[src/rtl/strd_pkg.sv]
package strd_pkg;

  // Widths fixed by the register map and the word formats
  localparam int MAX_DIMS_DEFAULT = 4;
  localparam int DIGIT_W          = 16;
  localparam int ADDR_W           = 32;
  localparam int VALUE_W          = 64;
  localparam int COUNT_W          = 32;
  localparam int CFG_INDEX_W      = 3;
  localparam int CFG_DATA_W       = 64;
  localparam int DIM_COUNT_W      = 3;

  typedef enum logic [CFG_INDEX_W-1:0] {
    CFG_BASE_OFFSET   = 3'd0,
    CFG_DIM_COUNT     = 3'd1,
    CFG_SHAPE         = 3'd2,
    CFG_STRIDE        = 3'd3,
    CFG_ELEMENT_COUNT = 3'd4,
    CFG_REDUCE_MODE   = 3'd5,
    CFG_ELEMENT_TYPE  = 3'd6
  } cfg_index_t;

  typedef enum logic [2:0] {
    MODE_ARGMAX = 3'd0,
    MODE_ARGMIN = 3'd1,
    MODE_MAX    = 3'd2,
    MODE_MIN    = 3'd3,
    MODE_SUM    = 3'd4
  } reduce_mode_t;

  typedef enum logic [1:0] {
    TYPE_INT8  = 2'd0,
    TYPE_INT16 = 2'd1,
    TYPE_INT32 = 2'd2,
    TYPE_INT64 = 2'd3
  } element_type_t;

  typedef enum logic {
    CMD_START = 1'b0,
    CMD_DATA  = 1'b1
  } cmd_t;

  typedef enum logic {
    KIND_ADDR   = 1'b0,
    KIND_RESULT = 1'b1
  } kind_t;

  // Everything of a result word except the address
  typedef struct packed {
    kind_t                     kind;
    logic signed [VALUE_W-1:0] result_value;
    logic [COUNT_W-1:0]        result_index;
  } strd_fold_t;

  // Sign-extend the low bits of the element width to the full value width
  function automatic logic [VALUE_W-1:0] sext_elem(input logic [VALUE_W-1:0] v,
                                                   input logic [1:0] etype);
    logic [VALUE_W-1:0] r;
    case (etype)
      TYPE_INT8:  r = {{(VALUE_W-8){v[7]}}, v[7:0]};
      TYPE_INT16: r = {{(VALUE_W-16){v[15]}}, v[15:0]};
      TYPE_INT32: r = {{(VALUE_W-32){v[31]}}, v[31:0]};
      default:    r = v;
    endcase
    return r;
  endfunction

endpackage

[src/rtl/strd_in_if.sv]
interface strd_in_if;
  import strd_pkg::*;

  logic                      valid;
  logic                      ready;
  logic                      cmd;
  logic signed [VALUE_W-1:0] element_value;

  modport source (output valid, output cmd, output element_value, input ready);
  modport sink   (input valid, input cmd, input element_value, output ready);
endinterface

[src/rtl/strd_out_if.sv]
interface strd_out_if;
  import strd_pkg::*;

  logic                      valid;
  logic                      ready;
  logic                      kind;
  logic [ADDR_W-1:0]         address;
  logic signed [VALUE_W-1:0] result_value;
  logic [COUNT_W-1:0]        result_index;

  modport source (output valid, output kind, output address, output result_value,
                  output result_index, input ready);
  modport sink   (input valid, input kind, input address, input result_value,
                  input result_index, output ready);
endinterface

[src/rtl/strd_addr_pipe.sv]
module strd_addr_pipe
  import strd_pkg::*;
#(
  parameter int MAX_DIMS = MAX_DIMS_DEFAULT
) (
  input  logic                   clk,
  input  logic                   rst_n,
  input  logic                   up_valid,
  output logic                   up_ready,
  input  strd_fold_t             up_fold,
  input  logic [DIGIT_W-1:0]     up_digits [MAX_DIMS],
  input  logic [ADDR_W-1:0]      base_offset,
  input  logic [CFG_DATA_W-1:0]  stride_packed,
  input  logic [DIM_COUNT_W-1:0] dims_used,
  strd_out_if.source             out_ch
);

  logic               s2_v_r;
  strd_fold_t         s2_fold_r;
  logic [ADDR_W-1:0]  s2_prod_r [MAX_DIMS];
  logic               out_v_r;
  strd_fold_t         out_fold_r;
  logic [ADDR_W-1:0]  out_addr_r;
  logic               en_out;
  logic               en_s2;
  logic [ADDR_W-1:0]  prod_nxt [MAX_DIMS];
  logic [ADDR_W-1:0]  addr_nxt;

  // Advance each stage when it is empty or the stage after it is moving
  assign en_out   = !out_v_r || out_ch.ready;
  assign en_s2    = !s2_v_r || en_out;
  assign up_ready = en_s2;

  // Per-dimension digit times stride; dimensions out of use add nothing
  always_comb begin
    for (int d = 0; d < MAX_DIMS; d++) begin
      if (d < int'(dims_used)) begin
        prod_nxt[d] = ADDR_W'(up_digits[d]) * ADDR_W'(stride_packed[DIGIT_W*d +: DIGIT_W]);
      end else begin
        prod_nxt[d] = '0;
      end
    end
  end

  // Sum base and products, wrap to the address width; result words get a zero address
  always_comb begin
    addr_nxt = base_offset;
    for (int d = 0; d < MAX_DIMS; d++) begin
      addr_nxt = addr_nxt + s2_prod_r[d];
    end
    if (s2_fold_r.kind == KIND_RESULT) begin
      addr_nxt = '0;
    end
  end

  always_ff @(posedge clk) begin
    if (!rst_n) begin
      s2_v_r  <= 1'b0;
      out_v_r <= 1'b0;
    end else begin
      if (en_s2) begin
        s2_v_r <= up_valid;
      end
      if (en_out) begin
        out_v_r <= s2_v_r;
      end
    end
  end

  // Payload stages carry no reset
  always_ff @(posedge clk) begin
    if (en_s2 && up_valid) begin
      s2_fold_r <= up_fold;
      s2_prod_r <= prod_nxt;
    end
    if (en_out && s2_v_r) begin
      out_fold_r <= s2_fold_r;
      out_addr_r <= addr_nxt;
    end
  end

  assign out_ch.valid        = out_v_r;
  assign out_ch.kind         = out_fold_r.kind;
  assign out_ch.address      = out_addr_r;
  assign out_ch.result_value = out_fold_r.result_value;
  assign out_ch.result_index = out_fold_r.result_index;

  // A stalled product stage keeps its word
  a_s2_hold: assert property (@(posedge clk) disable iff (!rst_n)
    s2_v_r && !en_s2 |=> s2_v_r)
    else $error("product stage dropped a stalled word");

  // A result word always carries a zero address
  a_result_addr: assert property (@(posedge clk) disable iff (!rst_n)
    out_v_r && out_fold_r.kind == KIND_RESULT |-> out_addr_r == '0)
    else $error("result word with nonzero address");

  // The stage feeding the output only advances into a free or draining slot
  a_no_overwrite: assert property (@(posedge clk) disable iff (!rst_n)
    out_v_r && !out_ch.ready && s2_v_r |=> out_v_r && s2_v_r)
    else $error("output slot overwritten while stalled");

endmodule

[src/rtl/strided_tensor_reduction.sv]
// Channel  | Dir | Payload                                         | Handshake
// in_ch    | in  | cmd, element_value                              | valid/ready
// out_ch   | out | kind, address, result_value, result_index       | valid/ready
// cfg_*    | in  | cfg_index, cfg_wdata                            | cfg_we, no wait
//
// One input word is taken every cycle while in_ch.ready is high; its word reaches out_ch
// through three registers (fold, product, address sum).
// The fold, odometer step and 64-bit compare/add happen in the accept cycle;
// digit-times-stride products and their sum take one stage each.
// Reset is synchronous on rst_n: control registers return to their defaults, the walk goes idle.
// A stall on out_ch backs up through the stages; in_ch.ready drops only when all are full.
module strided_tensor_reduction
  import strd_pkg::*;
#(
  parameter int MAX_DIMS = MAX_DIMS_DEFAULT
) (
  input  logic                   clk,
  input  logic                   rst_n,
  strd_in_if.sink                in_ch,
  strd_out_if.source             out_ch,
  input  logic                   cfg_we,
  input  logic [CFG_INDEX_W-1:0] cfg_index,
  input  logic [CFG_DATA_W-1:0]  cfg_wdata
);

  // Configuration registers
  logic [ADDR_W-1:0]      base_r;
  logic [DIM_COUNT_W-1:0] dims_r;
  logic [CFG_DATA_W-1:0]  shape_r;
  logic [CFG_DATA_W-1:0]  stride_r;
  logic [COUNT_W-1:0]     count_r;
  logic [2:0]             mode_r;
  logic [1:0]             etype_r;

  // Walk state
  logic [DIGIT_W-1:0]     digits_r   [MAX_DIMS];
  logic [DIGIT_W-1:0]     digits_nxt [MAX_DIMS];
  logic [DIGIT_W-1:0]     digits_adv [MAX_DIMS];
  logic [COUNT_W-1:0]     seen_r, seen_nxt;
  logic [VALUE_W-1:0]     best_r, best_nxt;
  logic [COUNT_W-1:0]     pos_r, pos_nxt;
  logic [VALUE_W-1:0]     sum_r, sum_nxt;
  logic                   active_r, active_nxt;

  // Fold stage toward the address pipe
  logic                   s1_v_r;
  strd_fold_t             s1_fold_r, fold_nxt;
  logic [DIGIT_W-1:0]     s1_digits_r [MAX_DIMS];
  logic                   s1_en;
  logic                   pipe_ready;

  logic                   in_fire;
  logic                   emit;
  logic                   last_elem;
  logic [DIM_COUNT_W-1:0] dims_used;
  logic [VALUE_W-1:0]     elem_v;
  logic [VALUE_W-1:0]     sum_add;
  logic [COUNT_W-1:0]     limit;
  logic                   is_max;
  logic                   is_min;
  logic                   is_sum;
  logic                   take_best;

  // Clamp the dimension count to 1..MAX_DIMS
  always_comb begin
    if (dims_r == '0) begin
      dims_used = DIM_COUNT_W'(1);
    end else if (int'(dims_r) > MAX_DIMS) begin
      dims_used = DIM_COUNT_W'(MAX_DIMS);
    end else begin
      dims_used = dims_r;
    end
  end

  assign s1_en       = !s1_v_r || pipe_ready;
  assign in_ch.ready = s1_en;
  assign in_fire     = in_ch.valid && in_ch.ready;

  assign is_max = (mode_r == MODE_ARGMAX) || (mode_r == MODE_MAX);
  assign is_min = (mode_r == MODE_ARGMIN) || (mode_r == MODE_MIN);
  assign is_sum = mode_r >= MODE_SUM;

  assign elem_v  = sext_elem(in_ch.element_value, etype_r);
  assign sum_add = sum_r + elem_v;
  assign limit   = (count_r == '0) ? COUNT_W'(1) : count_r;

  // First element always wins; later ones only when strictly better
  assign take_best = (seen_r == '0) ||
                     (is_max && ($signed(elem_v) > $signed(best_r))) ||
                     (is_min && ($signed(best_r) > $signed(elem_v)));

  // Odometer step: inner digits wrap at their extent, the outermost never wraps
  always_comb begin
    logic        carry;
    logic [16:0] inc;
    carry = 1'b1;
    inc   = '0;
    for (int d = 0; d < MAX_DIMS; d++) begin
      digits_adv[d] = digits_r[d];
      if (carry && (d < int'(dims_used))) begin
        inc = {1'b0, digits_r[d]} + 17'd1;
        if ((inc >= {1'b0, shape_r[DIGIT_W*d +: DIGIT_W]}) && (d != int'(dims_used) - 1)) begin
          digits_adv[d] = '0;
        end else begin
          digits_adv[d] = inc[DIGIT_W-1:0];
          carry         = 1'b0;
        end
      end
    end
  end

  // Fold one accepted word into the walk state
  always_comb begin
    digits_nxt = digits_r;
    seen_nxt   = seen_r;
    best_nxt   = best_r;
    pos_nxt    = pos_r;
    sum_nxt    = sum_r;
    active_nxt = active_r;
    emit       = 1'b0;
    last_elem  = 1'b0;
    fold_nxt   = '{kind: KIND_ADDR, result_value: '0, result_index: '0};
    if (in_fire) begin
      if (in_ch.cmd == CMD_START) begin
        for (int d = 0; d < MAX_DIMS; d++) begin
          digits_nxt[d] = '0;
        end
        seen_nxt   = '0;
        best_nxt   = '0;
        pos_nxt    = '0;
        sum_nxt    = '0;
        active_nxt = 1'b1;
        emit       = 1'b1;
      end else if (active_r) begin
        if (take_best) begin
          best_nxt = elem_v;
          pos_nxt  = seen_r;
        end
        sum_nxt   = sext_elem(sum_add, etype_r);
        seen_nxt  = seen_r + COUNT_W'(1);
        emit      = 1'b1;
        last_elem = seen_nxt >= limit;
        if (last_elem) begin
          active_nxt    = 1'b0;
          fold_nxt.kind = KIND_RESULT;
          if (is_sum) begin
            fold_nxt.result_value = sum_nxt;
          end else begin
            fold_nxt.result_value = best_nxt;
            fold_nxt.result_index = pos_nxt;
          end
        end else begin
          digits_nxt = digits_adv;
        end
      end
    end
  end

  // Configuration writes
  always_ff @(posedge clk) begin
    if (!rst_n) begin
      base_r   <= '0;
      dims_r   <= DIM_COUNT_W'(1);
      shape_r  <= CFG_DATA_W'(1);
      stride_r <= CFG_DATA_W'(1);
      count_r  <= COUNT_W'(1);
      mode_r   <= MODE_ARGMAX;
      etype_r  <= TYPE_INT8;
    end else if (cfg_we) begin
      unique case (cfg_index_t'(cfg_index))
        CFG_BASE_OFFSET:   base_r   <= cfg_wdata[ADDR_W-1:0];
        CFG_DIM_COUNT:     dims_r   <= cfg_wdata[DIM_COUNT_W-1:0];
        CFG_SHAPE:         shape_r  <= cfg_wdata;
        CFG_STRIDE:        stride_r <= cfg_wdata;
        CFG_ELEMENT_COUNT: count_r  <= cfg_wdata[COUNT_W-1:0];
        CFG_REDUCE_MODE:   mode_r   <= cfg_wdata[2:0];
        CFG_ELEMENT_TYPE:  etype_r  <= cfg_wdata[1:0];
        default: ;
      endcase
    end
  end

  // Walk state and fold stage valid
  always_ff @(posedge clk) begin
    if (!rst_n) begin
      for (int d = 0; d < MAX_DIMS; d++) begin
        digits_r[d] <= '0;
      end
      seen_r   <= '0;
      best_r   <= '0;
      pos_r    <= '0;
      sum_r    <= '0;
      active_r <= 1'b0;
      s1_v_r   <= 1'b0;
    end else begin
      digits_r <= digits_nxt;
      seen_r   <= seen_nxt;
      best_r   <= best_nxt;
      pos_r    <= pos_nxt;
      sum_r    <= sum_nxt;
      active_r <= active_nxt;
      if (s1_en) begin
        s1_v_r <= emit;
      end
    end
  end

  // Hold the fold stage payload until the address pipe takes it
  always_ff @(posedge clk) begin
    if (s1_en && emit) begin
      s1_fold_r   <= fold_nxt;
      s1_digits_r <= digits_nxt;
    end
  end

  strd_addr_pipe #(
    .MAX_DIMS (MAX_DIMS)
  ) u_addr_pipe (
    .clk           (clk),
    .rst_n         (rst_n),
    .up_valid      (s1_v_r),
    .up_ready      (pipe_ready),
    .up_fold       (s1_fold_r),
    .up_digits     (s1_digits_r),
    .base_offset   (base_r),
    .stride_packed (stride_r),
    .dims_used     (dims_used),
    .out_ch        (out_ch)
  );

  // A start opens a fresh walk at the first element
  a_start: assert property (@(posedge clk) disable iff (!rst_n)
    in_fire && in_ch.cmd == CMD_START |=> active_r && seen_r == '0)
    else $error("start did not open a fresh walk");

  // The last element closes the walk and queues a result word
  a_last: assert property (@(posedge clk) disable iff (!rst_n)
    last_elem |=> !active_r && s1_v_r && s1_fold_r.kind == KIND_RESULT)
    else $error("last element did not close the walk");

  // Data while idle produces no word and leaves the walk idle
  a_idle_data: assert property (@(posedge clk) disable iff (!rst_n)
    in_fire && in_ch.cmd == CMD_DATA && !active_r |=> !active_r && !$rose(s1_v_r))
    else $error("data while idle produced a word");

  // Input backpressure only with a full fold stage
  a_ready: assert property (@(posedge clk) disable iff (!rst_n)
    !in_ch.ready |-> s1_v_r)
    else $error("input stalled with an empty fold stage");

endmodule
[src/flat_wrapper.sv]
// flat-port wrapper written by rule: the top's interface ports become plain ports
module strided_tensor_reduction_flat import strd_pkg::*;
#(
  parameter int MAX_DIMS = MAX_DIMS_DEFAULT
)
  (clk, rst_n, cfg_we, cfg_index, cfg_wdata, in_ch_valid, in_ch_cmd, in_ch_element_value, in_ch_ready, out_ch_valid, out_ch_kind, out_ch_address, out_ch_result_value, out_ch_result_index, out_ch_ready);
  strd_in_if in_ch_i ();
  strd_out_if out_ch_i ();
  input  logic clk;
  input  logic rst_n;
  input  logic cfg_we;
  input  logic [CFG_INDEX_W-1:0] cfg_index;
  input  logic [CFG_DATA_W-1:0] cfg_wdata;
  input wire logic [$bits(in_ch_i.valid)-1:0] in_ch_valid;
  input wire logic [$bits(in_ch_i.cmd)-1:0] in_ch_cmd;
  input wire logic [$bits(in_ch_i.element_value)-1:0] in_ch_element_value;
  output wire logic [$bits(in_ch_i.ready)-1:0] in_ch_ready;
  output wire logic [$bits(out_ch_i.valid)-1:0] out_ch_valid;
  output wire logic [$bits(out_ch_i.kind)-1:0] out_ch_kind;
  output wire logic [$bits(out_ch_i.address)-1:0] out_ch_address;
  output wire logic [$bits(out_ch_i.result_value)-1:0] out_ch_result_value;
  output wire logic [$bits(out_ch_i.result_index)-1:0] out_ch_result_index;
  input wire logic [$bits(out_ch_i.ready)-1:0] out_ch_ready;
  assign in_ch_i.valid = in_ch_valid;
  assign in_ch_i.cmd = in_ch_cmd;
  assign in_ch_i.element_value = in_ch_element_value;
  assign in_ch_ready = in_ch_i.ready;
  assign out_ch_valid = out_ch_i.valid;
  assign out_ch_kind = out_ch_i.kind;
  assign out_ch_address = out_ch_i.address;
  assign out_ch_result_value = out_ch_i.result_value;
  assign out_ch_result_index = out_ch_i.result_index;
  assign out_ch_i.ready = out_ch_ready;
  strided_tensor_reduction #(.MAX_DIMS(MAX_DIMS)) u_core (.clk(clk), .rst_n(rst_n), .in_ch(in_ch_i), .out_ch(out_ch_i), .cfg_we(cfg_we), .cfg_index(cfg_index), .cfg_wdata(cfg_wdata));
endmodule
[config.mk]
export PLATFORM = sky130hd
export DESIGN_NAME = strided_tensor_reduction_flat
export DESIGN_NICKNAME = d
export VERILOG_FILES = /design/src/rtl/strd_pkg.sv /design/src/rtl/strd_in_if.sv /design/src/rtl/strd_out_if.sv /design/src/rtl/strd_addr_pipe.sv /design/src/rtl/strided_tensor_reduction.sv /design/src/flat_wrapper.sv
export SDC_FILE = /design/constraint.sdc
export NUM_CORES = 2
export LEC_CHECK = 0
export BUFFER_PORTS_ARGS = -buffer_cell sky130_fd_sc_hd__buf_2
export CAP_MARGIN = 20
export CORE_ASPECT_RATIO = 0.8
export CORE_MARGIN = 3
export CORE_UTILIZATION = 65
export CTS_CLUSTER_DIAMETER = 150
export CTS_CLUSTER_SIZE = 10
export DETAILED_ROUTE_END_ITERATION = 10
export PLACE_DENSITY_LB_ADDON = 0.08
export SETUP_SLACK_MARGIN = 0.02
export SLEW_MARGIN = 20
export SYNTH_ARGS = -nofsm -noshare
export SYNTH_HDL_FRONTEND = slang
export SYNTH_HIERARCHICAL = 1
export SYNTH_SLANG_ARGS = --single-unit
[constraint.sdc]
create_clock -name clk -period 7.7 [get_ports clk]
set_input_delay 0 -clock clk [delete_from_list [all_inputs] [get_ports clk]]
set_output_delay 0 -clock clk [all_outputs]
set_load 0.03 [all_outputs]
# After elaboration in Yosys (flattened, before gate mapping)
# Index checks and enable logic that the tools add are counted.
# op_classes
addsub,11
mul,4
div_mod_pow,0
n_lt_le_gt_ge,13
n_eq_ne,15
n_shift,0
n_mux,42
n_bitwise,4
n_reduce_logical,41
# ops
cell,count
$mux W64,10
$pmux W64 S3,2
$mux W32,7
$add A32 B32 Y32,4
$gt A64 B64 Y1,2
$mul A16 B16 Y32,4
$mux W16,8
$mux W97,1
$add A16 B1 Y17 const B,4
$ge A17 B16 Y1,4
$add A64 B64 Y64,1
$logic_not A32 Y1,2
$ne A3 B32 Y1 const A,2
$add A32 B1 Y32 const B,1
$ge A32 B32 Y1,1
$ne A2 B32 Y1 const A,1
$reduce_bool A32 Y1,1
$reduce_and A2 Y1,8
$logic_and A1 B1 Y1,13
$eq A3 B2 Y1 const B,4
$mux W1,12
$eq A3 B3 Y1 const B,3
$logic_not A3 Y1,3
$logic_or A1 B1 Y1,7
16 further kinds,25
# totals
reg_bits,975
latch_bits,0
ramBits,0
rom_bits,0
in_bits,137
mem_count,0

# Logic depth before layout (Yosys ltp)
# logic_depth
ltp_word,18
ltp_mapped,24

# Hierarchy
# The synthesis kept the hierarchy.
# modules_own_cells
mod,instances,cells_per_inst,area_per_inst_um2
strd_addr_pipe,1,4764,48728.0
strided_tensor_reduction,1,4022,34020.1

# Worst setup path after synthesis
# Ideal clock, no wire load.
# synth_timing
path_type,register to register
startpoint,"reg u_core.u_addr_pipe.out_v_r, in the netlist u_core/u_addr_pipe/out_ch.valid"
endpoint,reg u_core.seen_r[11]
setup_ps,128
arrival_time_ps,7032
t_required_ps,7572
slack_ps,541
path_stages_with_launch,12
period_less_slack_ps,7159
path_cell_list,dfxtp_1 -> nor2b_1 -> nand2_1 -> nand2b_1 -> and2_1 -> clkbuf_1 -> o21ai_1 -> inv_1 -> clkbuf_1 -> o21ai_0 -> a21oi_1 -> nor2_1
# synth_between
elab_chain_cells,6
# synth_lines
item,line_no,rtl
"start, declared",strd_addr_pipe.sv:21,logic out_v_r;
"start signal, assigned",strd_addr_pipe.sv:65,out_v_r <= s2_v_r;
$logic_not A1 Y1,strd_addr_pipe.sv:30,assign en_out = !out_v_r || out_ch.ready;
$logic_or A1 B1 Y1,strd_addr_pipe.sv:30,
$logic_or A1 B1 Y1,strd_addr_pipe.sv:31,assign en_s2 = !s2_v_r || en_out;
via u_core.pipe_ready,strided_tensor_reduction.sv:50,logic pipe_ready;
$logic_or A1 B1 Y1,strided_tensor_reduction.sv:75,assign s1_en = !s1_v_r || pipe_ready;
via in_ch_ready,flat_wrapper.sv:17,output wire logic [$bits(in_ch_i.ready)-1:0] in_ch_ready;
$logic_and A1 B1 Y1,strided_tensor_reduction.sv:77,assign in_fire = in_ch.valid && in_ch.ready;
$reduce_and A2 Y1 (no source line),-,
"end signal, assigned",strided_tensor_reduction.sv:197,seen_r <= seen_nxt;
"end, declared",strided_tensor_reduction.sv:39,"logic [COUNT_W-1:0] seen_r, seen_nxt;"
# The timed path passes the listed nets, and every way through them passes these cells.
# A chain may end at the register's enable or synchronous reset.

# Worst setup path in the final report
# layout_timing
startpoint,reg u_core.seen_r[0]
endpoint,reg u_core/s1_fold_r[49] (netlist name) (data pin)
# layout_between
elab_chain_cells,5
# layout_lines
item,line_no,rtl
"parallel branches: the longest is 5 deep, another holds $add A32 B1 Y32",-,
"end signal, assigned",strided_tensor_reduction.sv:211,s1_fold_r <= fold_nxt;
"end, declared",strided_tensor_reduction.sv:47,"strd_fold_t s1_fold_r, fold_nxt;"
# Parallel ways; which one is timed is not known.

==> impl_metrics.toml <==
[place]
hpwl_mm = 183.0
port_buffers = 267
placed_cell_area_sq_mm = 0.08530
routabilityCongestion = 0.9926

[logic_synthesis]
ys_seq_area_share_pct = 29.79
synth_area_sq_mm = 0.08275
syn_area_per_cell_sq_um = 9.418
synth_seq_cells = 974
synth_ff_type = "edfxtp_1"
syn-num-nets = 10470
yosys_warnings = 6
synthCells = 8786
synth_edf_count = 515
synth.distinct_cells = 99
async_flop_share_pct = 0

[timing]
post-route-min-period_ps = 6911
holdWs_ps = 89.80
drv_slew = 0
tightest_slew_ps = 1130
setup_tns_ps = 0
period_share_pct = 89.76
fmax_ghz = 0.1447
setup_viol = 0
fin_skew_ps = 45.41
rsz0062_at_grt = "false"
final_hold_viol_count = 0
slew_headroom_pct = 24.70

[cts]
clk-insertion-delay-late_ps = 760
cts_buffers = 108
path_clk_slew_ps = 60
cts_htree_levels = 3
cts-root-buf = "clkbuf_16"
clock_sinks = 974
cts_tree = "done"
clockBufferDepth = 3
post_cts_buffers = 0

[drt]
wl_mm = 244.3
firstDrtPassIters = 6
antenna_left = 0
drt_iter0_drc = 6990
vias_per_cell = 6.099
num_vias = 65460
drc = 0
wl_per_cell_microns = 22.76

[global_routing]
grt_max_degree = 199
antenna_found_initial = 16
grt_pass1_wl_mm = 376.2
grt_use_total_pct = 37.06
grt_pass1_vias = 64733
overflow = 0

[setup_path]
critPathLaunchType = "flop"
crit_slowest_cell = "nand2_2"
max_stage_delay_ps = 580
cp.required_ps = 8190
worstPathArrival_ps = 7400
worstSetupPathType = "flop to flop"
end_kind = "flop"
cp_max_fo = 24
crit_path_cell_trace = "ha_1 -> and3_1 -> nand3_1 -> nor3_1 -> and2_1 -> nand4_1 -> nor2_1 -> nand4_1 -> xnor2_1 -> ha_1 -> nand2_1 -> o21ai_0 -> a221oi_1 -> a21boi_0 -> a31oi_2 -> buf_4 -> nand2_1 -> inv_1 -> nand2_2 -> buf_4 -> o32ai_1"
rrSetupSlack_ps = 790

[cells_and_area]
multi_input_comb_area_sq_mm = 0.05220
syn_to_final_growth_pct = 8.753
finish.utilization_pct = 71.60
final_area_sq_mm = 0.08999
fin_nets = 10659
regArea_sq_mm = 0.02465
fill_cells = 9436
drive_gt1_share_pct = 6.133

[power_and_ir_drop]
powerDensity_mw_per_mm2 = 147.7
leakagePower_nw = 40.16
peakVddDrop_v = 0.0001838

[run]
cap_violations = 0

[min_path]
hold_path.class = "input port to flop"

[floorplanning]
fp.dieW_microns = 404.9
coreArea_sq_mm = 0.1257
initial_core_util_pct = 65.83
die_y_microns = 325.1
die_area_sq_mm = 0.1316
placement_rows = 116
io_pins = 268

[status]
status = "finished clean"
==> state kept, by name (all words and copies together) (netlist names), 3 cells and up <==
| signal | cells |
|---|---|
| u_core/u_addr_pipe/out_ch.result_index | 32 |
| u_core/s1_fold_r | 97 |
| u_core/pos_r | 32 |
| u_core/u_addr_pipe/out_ch.address | 32 |
| u_core/digits_r | 64 |
| u_core/u_addr_pipe/out_ch.result_value | 64 |
| u_core/u_addr_pipe/s2_prod_r | 128 |
| u_core/seen_r | 32 |
| u_core/sum_r | 64 |
| u_core/shape_r | 64 |
| u_core/stride_r | 64 |
| u_core/u_addr_pipe/s2_fold_r | 97 |
| u_core/count_r | 32 |
| u_core/s1_digits_r | 64 |
| u_core/best_r | 64 |
| u_core/base_r | 32 |
| u_core/dims_r | 3 |
==> cells in the final DEF, fill, tap and decap left out, types with 25 or more instances in the layout <==
| cell type | n |
|---|---|
| clkbuf_16 | 108 |
| o211ai_1 | 30 |
| dfxtp_1 | 459 |
| o21bai_1 | 34 |
| xor2_1 | 116 |
| a211oi_1 | 54 |
| nor3_1 | 76 |
| dlygate4sd3_1 | 143 |
| clkbuf_1 | 83 |
| o21ai_0 | 246 |
| inv_1 | 1162 |
| o31ai_1 | 28 |
| nand3_1 | 92 |
| buf_4 | 77 |
| buf_2 | 267 |
| o22ai_1 | 26 |
| edfxtp_1 | 515 |
| nand2_1 | 1280 |
| mux2i_1 | 87 |
| xnor2_1 | 145 |
| and2_1 | 557 |
| a22o_1 | 124 |
| o21a_1 | 66 |
| a22oi_1 | 25 |
| nor2b_1 | 41 |
| nor2_1 | 460 |
| ha_1 | 678 |
| nand2b_1 | 31 |
| nand4_1 | 85 |
| a21oi_1 | 543 |
| fa_1 | 869 |
| and3_1 | 47 |
| a21o_1 | 140 |
==> where the power goes <==
| group | switching (mW) | total, mW | internal [mW] |
|---|---|---|---|
| combinational | 1.62 | 2.56 | 0.942 |
| clock | 2.22 | 4.88 | 2.65 |
| sequential | 0.206 | 5.85 | 5.64 |
| total | 4.05 | 13.3 | 9.24 |
==> worst max-delay path: cells and delay by family (launching register included) <==
| kind | cells | cell delay, ps |
|---|---|---|
| AO/OA/AOI/OAI | 5 | 1110 |
| XOR/XNOR | 1 | 360 |
| adder cells (fa/ha/maj) | 2 | 460 |
| buffers and inverters | 3 | 1280 |
| flip-flops | 1 | 530 |
| AND/OR/NAND/NOR | 10 | 2930 |
==> routing by layer <==
metal | routed length [microns] | share of wire [%] | track usage [%]
met1 | 104100 | 43 | 54.37
met2 | 103400 | 42 | 53.14
met3 | 28610 | 12 | 10.59
met4 | 8178 | 3.3 | 11.79
met5 | 55 | 0.023 | 0
==> cells by family after synthesis <==
kind of cell | share of synthesized area [%]
AND/OR/NAND/NOR | 15.84
buffers and inverters | 7.243
adder cells (fa/ha/maj) | 31.28
AO/OA/AOI/OAI | 12.02
flip-flops | 29.79
XOR/XNOR | 2.763
multiplexers | 1.066
==> synth_stat cells, types with 26 or more instances <==
| master | count | area (sq um) |
|---|---|---|
| nand2_1 | 1282 | 4812 |
| inv_1 | 1163 | 4365 |
| fa_1 | 869 | 17400 |
| ha_1 | 678 | 8483 |
| and2_1 | 559 | 3497 |
| a21oi_1 | 544 | 2723 |
| edfxtp_1 | 515 | 15460 |
| nor2_1 | 463 | 1738 |
| dfxtp_1 | 459 | 9189 |
| clkbuf_1 | 371 | 1393 |
| o21ai_0 | 246 | 1231 |
| xnor2_1 | 145 | 1270 |
| a21o_1 | 140 | 1051 |
| a22o_1 | 124 | 1086 |
| xor2_1 | 116 | 1016 |
| nand3_1 | 95 | 475.5 |
| mux2i_1 | 87 | 870.8 |
| nand4_1 | 85 | 531.8 |
| nor3_1 | 78 | 390.4 |
| o21a_1 | 66 | 495.5 |
| a211oi_1 | 54 | 405.4 |
| and3_1 | 50 | 312.8 |
| nor2b_1 | 42 | 262.8 |
| o21bai_1 | 34 | 255.2 |
| nand2b_1 | 31 | 193.9 |
| o211ai_1 | 30 | 225.2 |
| o31ai_1 | 28 | 210.2 |
| o22ai_1 | 26 | 162.7 |
==> worst paths after layout <==
check                       start                               end  depth (start not counted)
min                 cfg_wdata[33]               u_core/stride_r[33]                          4
max reg2reg      u_core/seen_r[0]              u_core/s1_fold_r[49]                         21
min reg2reg  u_core/s1_fold_r[63]  u_core/u_addr_pipe/s2_fold_r[63]                          0
max              u_core/seen_r[0]              u_core/s1_fold_r[49]                         21
==> what timing repair did <==
action / in CTS / in global routing
hold buffers: 143 / 0
hold endpoints to repair: 375 / 0
gates resized for setup: 0 / 0
==> final cells by class <==
type / count / share of cell area, %
clock buffers: 191 / 3.349
repair buffers: 492 / 3.829
inverters: 1166 / 4.880
flip-flops and latches: 974 / 27.40
clock inverters: 10 / 0.1974
well taps: 1652 / 2.297
diodes: 15 / 0.04171
multi-input cells: 6233 / 58.01
==> through the flow <==
stage / instances / power (mW) / worst slack, ps
5_1_grt: 10723 / 13.80 / 317.9
6_report: 10733 / 13.29 / 788.7
3_3_place_gp: 10372 / 8.315 / 929.8
2_1_floorplan: 8786 / 7.595 / 541.0
4_1_cts: 10717 / 13.26 / 834.2
3_5_place_dp: 10373 / 8.370 / 842.1
Note: power is estimated with default switching activity, not from simulation.
